### src/sv/pmc_pkg.sv
// ----------------------------------------------------------------------------
// pmc_pkg
// Shared widths, per-degree factor tables and controller/datapath bundles.
// ----------------------------------------------------------------------------
`default_nettype none
package pmc_pkg;

  localparam int MOM_W       = 32;
  localparam int STORE_DEPTH = 64;
  localparam int ADDR_W      = $clog2(STORE_DEPTH);
  localparam int CNT_W       = ADDR_W + 1;
  localparam int MAX_DEGREE  = 63;

  localparam int W2_W   = 17;
  localparam int PROD_W = W2_W + MOM_W;
  localparam int ACC_W  = PROD_W + ADDR_W + 1;
  localparam int SC_W   = 25;
  localparam int CP_W   = 9;
  localparam int DEN_W  = 25;
  localparam int NUM_W  = 64;
  localparam int QSH    = MOM_W - 1;

  // scale numerator 2 l^2 (l-1)^2
  function automatic logic [STORE_DEPTH*SC_W-1:0] sc_rom_f();
    logic [STORE_DEPTH*SC_W-1:0] r;
    int v;
    r = '0;
    for (int i = 0; i < STORE_DEPTH; i++) begin
      v = 2 * i * i * (i - 1) * (i - 1);
      r[i*SC_W +: SC_W] = v[SC_W-1:0];
    end
    return r;
  endfunction

  // coupling numerator 4 (2l+1)
  function automatic logic [STORE_DEPTH*CP_W-1:0] cp_rom_f();
    logic [STORE_DEPTH*CP_W-1:0] r;
    int v;
    r = '0;
    for (int i = 0; i < STORE_DEPTH; i++) begin
      v = 4 * (2 * i + 1);
      r[i*CP_W +: CP_W] = v[CP_W-1:0];
    end
    return r;
  endfunction

  // common denominator 2 l (l-1) (l+1) (l+2)
  function automatic logic [STORE_DEPTH*DEN_W-1:0] den_rom_f();
    logic [STORE_DEPTH*DEN_W-1:0] r;
    int v;
    r = '0;
    for (int i = 0; i < STORE_DEPTH; i++) begin
      v = 2 * i * (i - 1) * (i + 1) * (i + 2);
      r[i*DEN_W +: DEN_W] = v[DEN_W-1:0];
    end
    return r;
  endfunction

  localparam logic [STORE_DEPTH*SC_W-1:0]  SC_ROM  = sc_rom_f();
  localparam logic [STORE_DEPTH*CP_W-1:0]  CP_ROM  = cp_rom_f();
  localparam logic [STORE_DEPTH*DEN_W-1:0] DEN_ROM = den_rom_f();

  typedef struct packed {
    logic              wr_en;
    logic [ADDR_W-1:0] wr_addr;
    logic              mac;
    logic              term;
    logic [ADDR_W-1:0] addr;
    logic [ADDR_W-1:0] deg;
    logic              acc_clr;
    logic              emit;
    logic              emit_zero;
    logic              eor;
    logic              ovf;
  } pmc_cmd_t;

  typedef struct packed {
    logic div_done;
  } pmc_sts_t;

endpackage
`default_nettype wire

### src/sv/pmc_ctrl.sv
// ----------------------------------------------------------------------------
// pmc_ctrl
// Load counter and per-degree sequencer for the completion datapath.
// ----------------------------------------------------------------------------
`default_nettype none
module pmc_ctrl #(
  parameter int MAX_DEGREE = pmc_pkg::MAX_DEGREE
) (
  input  wire logic                clk,
  input  wire logic                rst_n,
  input  wire logic                start,
  input  wire logic                in_last,
  output logic                     busy,
  output pmc_pkg::pmc_cmd_t        cmd,
  input  wire pmc_pkg::pmc_sts_t   sts
);

  localparam int AW = pmc_pkg::ADDR_W;
  localparam int CW = pmc_pkg::CNT_W;
  localparam logic [CW-1:0] CAP = CW'(MAX_DEGREE + 1);

  typedef enum logic [4:0] {
    ST_IDLE = 5'b00001,
    ST_NEXT = 5'b00010,
    ST_MAC  = 5'b00100,
    ST_TERM = 5'b01000,
    ST_WAIT = 5'b10000
  } state_t;

  state_t        state_r, state_nxt;
  logic [CW-1:0] cnt_r, cnt_nxt;
  logic          ovf_r, ovf_nxt;
  logic [AW-1:0] l_r, l_nxt;
  logic [AW-1:0] ord_r, ord_nxt;
  logic          eor;

  assign eor = ({1'b0, l_r} + CW'(1)) == cnt_r;

  always_comb begin
    state_nxt = state_r;
    cnt_nxt   = cnt_r;
    ovf_nxt   = ovf_r;
    l_nxt     = l_r;
    ord_nxt   = ord_r;
    cmd       = '0;
    cmd.wr_addr = cnt_r[AW-1:0];
    cmd.deg     = l_r;
    cmd.addr    = ord_r;
    cmd.eor     = eor;
    cmd.ovf     = ovf_r;
    unique case (state_r)
      ST_IDLE: begin
        if (start) begin
          if (cnt_r < CAP) begin
            cmd.wr_en = 1'b1;
            cnt_nxt   = cnt_r + CW'(1);
          end else begin
            ovf_nxt = 1'b1;
          end
          if (in_last) begin
            l_nxt     = '0;
            state_nxt = ST_NEXT;
          end
        end
      end
      ST_NEXT: begin
        if (l_r < AW'(2)) begin
          cmd.emit      = 1'b1;
          cmd.emit_zero = 1'b1;
          if (eor) begin
            cnt_nxt   = '0;
            ovf_nxt   = 1'b0;
            state_nxt = ST_IDLE;
          end else begin
            l_nxt = l_r + AW'(1);
          end
        end else begin
          cmd.acc_clr = 1'b1;
          ord_nxt     = '0;
          state_nxt   = ST_MAC;
        end
      end
      ST_MAC: begin
        cmd.mac = 1'b1;
        ord_nxt = ord_r + AW'(1);
        if (ord_r == l_r - AW'(1)) state_nxt = ST_TERM;
      end
      ST_TERM: begin
        cmd.term  = 1'b1;
        cmd.addr  = l_r;
        state_nxt = ST_WAIT;
      end
      ST_WAIT: begin
        if (sts.div_done) begin
          cmd.emit = 1'b1;
          if (eor) begin
            cnt_nxt   = '0;
            ovf_nxt   = 1'b0;
            state_nxt = ST_IDLE;
          end else begin
            l_nxt     = l_r + AW'(1);
            state_nxt = ST_NEXT;
          end
        end
      end
      default: state_nxt = ST_IDLE;
    endcase
  end

  always_ff @(posedge clk) begin
    if (!rst_n) begin
      state_r <= ST_IDLE;
      cnt_r   <= '0;
      ovf_r   <= 1'b0;
      l_r     <= '0;
      ord_r   <= '0;
    end else begin
      state_r <= state_nxt;
      cnt_r   <= cnt_nxt;
      ovf_r   <= ovf_nxt;
      l_r     <= l_nxt;
      ord_r   <= ord_nxt;
    end
  end

  assign busy = state_r != ST_IDLE;

endmodule
`default_nettype wire

### config.mk
export PLATFORM = sky130hd
export DESIGN_NAME = pmc_ctrl
export DESIGN_NICKNAME = d
export VERILOG_FILES = /design/src/sv/pmc_pkg.sv /design/src/sv/pmc_ctrl.sv
export SDC_FILE = /design/constraint.sdc
export NUM_CORES = 1
export LEC_CHECK = 0
export ABC_AREA = 1
export BUFFER_PORTS_ARGS = -buffer_cell sky130_fd_sc_hd__buf_2
export CAP_MARGIN = 20
export CORE_ASPECT_RATIO = 1.25
export CORE_MARGIN = 3
export CORE_UTILIZATION = 25
export CTS_CLUSTER_SIZE = 25
export DETAILED_ROUTE_END_ITERATION = 7
export GPL_ROUTABILITY_DRIVEN = 0
export PLACE_DENSITY = 0.44
export SYNTH_ARGS = -nofsm -noshare
export SYNTH_HDL_FRONTEND = slang
export SYNTH_SLANG_ARGS = --single-unit
export TNS_END_PERCENT = 30
### constraint.sdc
create_clock -name clk -period 3.3 [get_ports clk]
set_input_delay 0.33 -clock clk [delete_from_list [all_inputs] [get_ports clk]]
set_output_delay 0.33 -clock clk [all_outputs]
set_load 0.01 [all_outputs]
==> results.md, run 1 <==
* Dpl cells at 426
* Outcome: finished clean
* Iteration-0 DRC Markers at 76
* Synth Area in Compound Gates at 0.0923
* Hold Crit Class: in -> reg
* Crit path cell chain: inv_6 > ha_1 > inv_1 > nand2_1 > nand3_1 > nor2_2 > nand2_2 > nor2_8 > nand3_2 > inv_2 > buf_2
* Critical path startpoint: l_r[0]
* Sequential fraction of the synthesis area at 0.232
* Peak supply drop at 0.000236 V
* Met2 Wirelength at 2810 um
* Max_slew headroom at 0.580
* Crit Path Category: reg -> out
* Reg2Reg Capture Point: l_r[0]
* CTS tree: built
* Starting Density at 0.259
* Area post-placement at 0.00231 mm^2
* Synth top area share at 0.232
* Most common cell after layout, fill and taps aside: nand2_1
* Largest family of logic cells by synthesized area: simple AND/OR/NAND/NOR gates
* Hold slack at 0.393 ns
* Post-Syn Instances at 313
* Worst endpoint required time at 2.97 ns
* Layout net count at 343
* Max stage delay on crit path at 0.62 ns
* Synth Area in XOR/XNOR at 0.0285
* Static Leak at 1.09 nW
* Syn Area/Cell at 6.88 um^2
* Die H at 110 um
* Via density at 4.51
* DP HPWL at 4490 um
* WHS Path Cells at 3
* Total GRT Usage at 0.122
* CTS buffer count at 3
* Die ar. at 0.00978 mm^2
* Congestion Overflow GR at 0
* R2R depth at 12
* Leading post-synthesis cells by cell area: dfxtp_1, nand2_1, nand3_1
* Simple-gate area share of the yosys netlist at 0.479
* Routed Antenna Nets at 0
* FMAX at 0.380 GHz
* Most frequent cells in the layout: nand2_1, inv_1, nand3_1
* Layout cells sized above 1 at 0.276
* DR WL met3 at 178 um
* Drc violations at 0
* Antenna violations before repair at 0
* R2R setup slack at 1.10 ns
* Pre-antenna DRT Iters at 5
* Largest net degree at the start of global routing at 16
* Synthesized area at 0.00215 mm^2
* IO Count at 32
* Hold Fails Final Rpt at 0
* Setup TNS at 0 ns
* Worst-path clk slew at 0.10 ns
* Final min period at 2.63 ns
* R2R Path Start: l_r[0]
* Total number of vias at 1,939
* Total wire length at 5560 um
* H-tree Lvls at 1
* Cts hold-fix bufs at 0
* Final setup viols at 0
* Unrepaired setup endpoints after global routing: no
* Syn_nets at 322
* Fin. max-slew vios at 0
* Yosys warning count at 0
* Hold_sp: in_last
* Pwr/cell area at 519 mW/mm^2
* M1 wire length at 2510 um
* Worst path slowest cell: dfxtp_1
* Hold Path End: state_r[0]
* Final instance area at 0.00236 mm^2
* Fin crit share at 0.798
* Post-cts resize count at 0
* Endpoint type of the worst setup path: output pin
* DIE WIDTH at 89.0 um
* Critical Path AT at 2.30 ns
* Adder-Cell Fraction of Synth Area at 0.0232
* Synth area leader: dfxtp_1
* Clk root buf: clkbuf_8
* Clock sink count at 25
* CP max FO at 9
* Max Cap Viol at 0
* Core Rows at 37
* Worst-Margin Slew at 0.628 ns
* Element type at the critical path start: flip-flop
* Non-Filler Instances at 430
* Worst skew pair latency at 0.28 ns
* PortBufs at 31
* WL/cell at 12.9 um
* Core ar. at 0.00833 mm^2
* Clk buf depth at 2
* First-pass GRT wire length at 9400 um
* Synth-to-layout area growth at 9.47%
* ANT cells at 0
* Vias in the first global route at 1,914
* Post-synthesis mux area share at 0
* Setup Fix Bufs, Post-CTS at 0
* #FFs+latches synth at 25
* Clock Skews at 0.00346 ns
* Highest routed metal layer: met4
* Post-synthesis cell type count at 38
==> worst max path at each step <==
stage	to	cells after the start	slack (ns)
after floorplan	cmd[1]	11	1.24
after global placement	cmd[1]	11	1.02
after detailed placement	cmd[1]	11	1.0
after CTS	cmd[1]	11	0.67
after global routing	cmd[1]	11	0.50
final	cmd[1]	11	0.67
==> worst max-delay path: cells and delay by family, from the launching register on <==
kind / cells / cell delay, ns
buffers and inverters: 4 / 0.36
AND/OR/NAND/NOR: 6 / 0.65
adder cells (fa/ha/maj): 1 / 0.39
flip-flops: 1 / 0.62
==> state kept, by name, indices dropped and copies added (netlist names) <==
name     flops
ord_r        6
ovf_r        1
l_r          6
state_r      5
cnt_r        7
==> report_power, final <==
| group | internal [mW] | leakage, nW | switching [mW] |
|---|---|---|---|
| sequential | 0.347 | 0.204 | 0.0733 |
| combinational | 0.219 | 0.861 | 0.384 |
| clock | 0.0859 | 0.0217 | 0.114 |
| total | 0.652 | 1.09 | 0.572 |
==> metrics by stage <==
step                power [mW]  utilization  setup slack [ns]
finish                    1.22        0.283             0.668
floorplan                0.939            -              1.24
global placement          1.04        0.277              1.02
detailed placement        1.04        0.277             0.999
CTS                       1.25        0.283             0.671
global route              1.34        0.283             0.505
==> area by class of cell <==
| class | instances | area, um^2 |
|---|---|---|
| tap | 97 | 121 |
| timing repair buffer | 31 | 155 |
| multi-input combinational | 224 | 1340 |
| fill | 945 | 5970 |
| clock buffer | 3 | 41.3 |
| clock inverter | 1 | 7.51 |
| sequential | 25 | 500 |
| inverter | 49 | 191 |
==> per-layer routing <==
metal | GRT usage | up-vias
met5 | 0 | -
met4 | 0.0340 | 0
met3 | 0.0150 | 4
met2 | 0.213 | 30
met1 | 0.155 | 875
li1 | - | 1030
==> Yosys cell counts, drive strengths merged <==
master,count
nand2,85
inv,48
nand3,39
nor2,39
dfxtp,25
a21oi,18
buf,14
o21ai,14
nand4,9
xnor2,5
ha,4
nor3,3
xor2,2
a211oi,1
and2,1
clkbuf,1
clkinv,1
nor4,1
o211ai,1
o21a,1
or2,1
==> cells by family (layout without fill, tap and decap cells) <==
kind of cell	Yosys count	in the layout
AND/OR/NAND/NOR	178	178
buffers and inverters	64	84
AO/OA/AOI/OAI	35	35
flip-flops	25	25
XOR/XNOR	7	7
adder cells (fa/ha/maj)	4	4
Note: power is estimated with default switching activity, not from simulation.
==> run 2: changes to the inputs <==
==> constraint.sdc (replaced) <==
create_clock -name clk -period 2.6 [get_ports clk]
set_input_delay 0.26 -clock clk [delete_from_list [all_inputs] [get_ports clk]]
set_output_delay 0.26 -clock clk [all_outputs]
set_load 0.01 [all_outputs]
==> run 2 against run 1 <==
  * Final area grew 0.32%
  * Critical path type unchanged
  * Global-route usage shrank 0.36 points
  * Power grew 27%
==> results.md, run 2 (synthesized netlist as in run 1, its figures left out) <==
* First-pass GRT wire length at 9030 um
* Synth-to-layout area growth at 9.81%
* Setup Fix Bufs, Post-CTS at 0
* Hold Crit Class: in -> reg
* Clk root buf: clkbuf_8
* Element type at the critical path start: flip-flop
* Worst skew pair latency at 0.28 ns
* Pwr/cell area at 656 mW/mm^2
* Clock Skews at 0.00409 ns
* Total GRT Usage at 0.118
* Worst-path clk slew at 0.10 ns
* Clock sink count at 25
* Pre-CTS WS at 0.377 ns
* CTS buffer count at 3
* Layout cells sized above 1 at 0.284
* Max_slew headroom at 0.639
* Largest register FFs at 7
* Via density at 4.59
* Congestion Overflow GR at 0
* DIE WIDTH at 89.0 um
* ANT cells at 0
* Antenna violations before repair at 0
* Final WS setup at 0.229 ns
* Die ar. at 0.00978 mm^2
* Max Cap Viol at 0
* FMAX at 0.422 GHz
* Largest regs: cnt_r: 7 flops, l_r: 6 flops, ord_r: 6 flops
* Fin crit share at 0.912
* CTS tree: built
* Setup TNS at 0 ns
* Register with the most flip-flops: cnt_r
* Final setup viols at 0
* Static Leak at 1.10 nW
* Layout net count at 344
* Core Rows at 37
* Most frequent cells in the layout: nand2_1, inv_1, nand3_1
* Starting Density at 0.259
* Critical Path AT at 2.11 ns
* Clk buf depth at 2
* Core ar. at 0.00833 mm^2
* R2R setup slack at 0.60 ns
* Worst endpoint required time at 2.34 ns
* Largest net degree at the start of global routing at 16
* WL/cell at 12.9 um
* Fin util at 0.284
* Total wire length at 5550 um
* H-tree Lvls at 1
* Most common cell after layout, fill and taps aside: nand2_1
* Final min period at 2.37 ns
* CP max FO at 7
* Worst-Margin Slew at 0.541 ns
* Pre-antenna DRT Iters at 4
* Outcome: finished clean
* Iteration-0 DRC Markers at 85
* Vias in the first global route at 1,848
* IO Count at 32
* Endpoint type of the worst setup path: output pin
* Hold Fails Final Rpt at 0
* Drc violations at 0
* Unrepaired setup endpoints after global routing: no
* Die H at 110 um
* PortBufs at 31
* DP HPWL at 4490 um
* Routed Antenna Nets at 0
* Total number of vias at 1,979
* Crit Path Category: reg -> out
* Fin. max-slew vios at 0
* Peak supply drop at 0.000319 V
-- run 2: cell count changes in the layout (fill, tap and decap cells not counted), sizes merged --
cell      before  now
clkinvlp       1    0
clkinv         1    2
buf           31   32
-- run 2: worst paths after layout --
| path | end | startpoint | depth (start not counted) |
|---|---|---|---|
| max reg2reg | l_r[3] | l_r[1] | 12 |
| min | state_r[0] | in_last | 3 |
| min reg2reg | ord_r[5] | ord_r[5] | 2 |
| max | cmd[1] | l_r[1] | 11 |
-- run 2: report_power, final --
| part | internal, mW | total (mW) | switching, mW |
|---|---|---|---|
| logic | 0.278 | 0.766 | 0.488 |
| registers | 0.441 | 0.535 | 0.0948 |
| clock network | 0.108 | 0.251 | 0.143 |
| total | 0.826 | 1.55 | 0.726 |
-- run 2: metrics by stage --
| stage | total power [mW] | hold WS (ns) | instance area [um^2] | cells |
|---|---|---|---|---|
| floorplan | 1.19 | 0.383 | 2150 | 313 |
| global placement | 1.32 | 0.532 | 2320 | 427 |
| detailed placement | 1.32 | 0.539 | 2320 | 427 |
| CTS | 1.58 | 0.301 | 2360 | 431 |
| global route | 1.69 | 0.309 | 2370 | 431 |
| finish | 1.55 | 0.306 | 2370 | 431 |
-- run 2: layer usage --
metal / vias up / global-route usage / wire length (um)
met5: - / 0 / 0
met4: 0 / 0.0298 / 43
met3: 4 / 0.0142 / 189
met2: 26 / 0.213 / 2810
met1: 916 / 0.146 / 2510
li1: 1033 / - / -
-- run 2: cell type report --
| cell class | count | area, um^2 |
|---|---|---|
| Clock buffer | 3 | 41.3 |
| Inverter | 49 | 191 |
| Fill cell | 939 | 5970 |
| Sequential cell | 25 | 503 |
| Timing Repair Buffer | 32 | 163 |
| Clock inverter | 1 | 5.00 |
| Tap cell | 97 | 121 |
| Multi-Input combinational cell | 224 | 1340 |
-- run 2: critical path: stages (launching register included) --
cell and delay, ns:
dfxtp_2 0.43, inv_1 0.12, ha_1 0.37, inv_1 0.05, nand2_1 0.05, nand3_1 0.08, nor2_2 0.12, nand2_2 0.09
nor2_8 0.14, nand3_2 0.17, inv_2 0.09, buf_2 0.12
-- run 2: what timing repair did --
item / in CTS / in global routing
hold buffers: 0 / 0
gates resized for setup: 0 / 2
setup endpoints to repair: 0 / 1
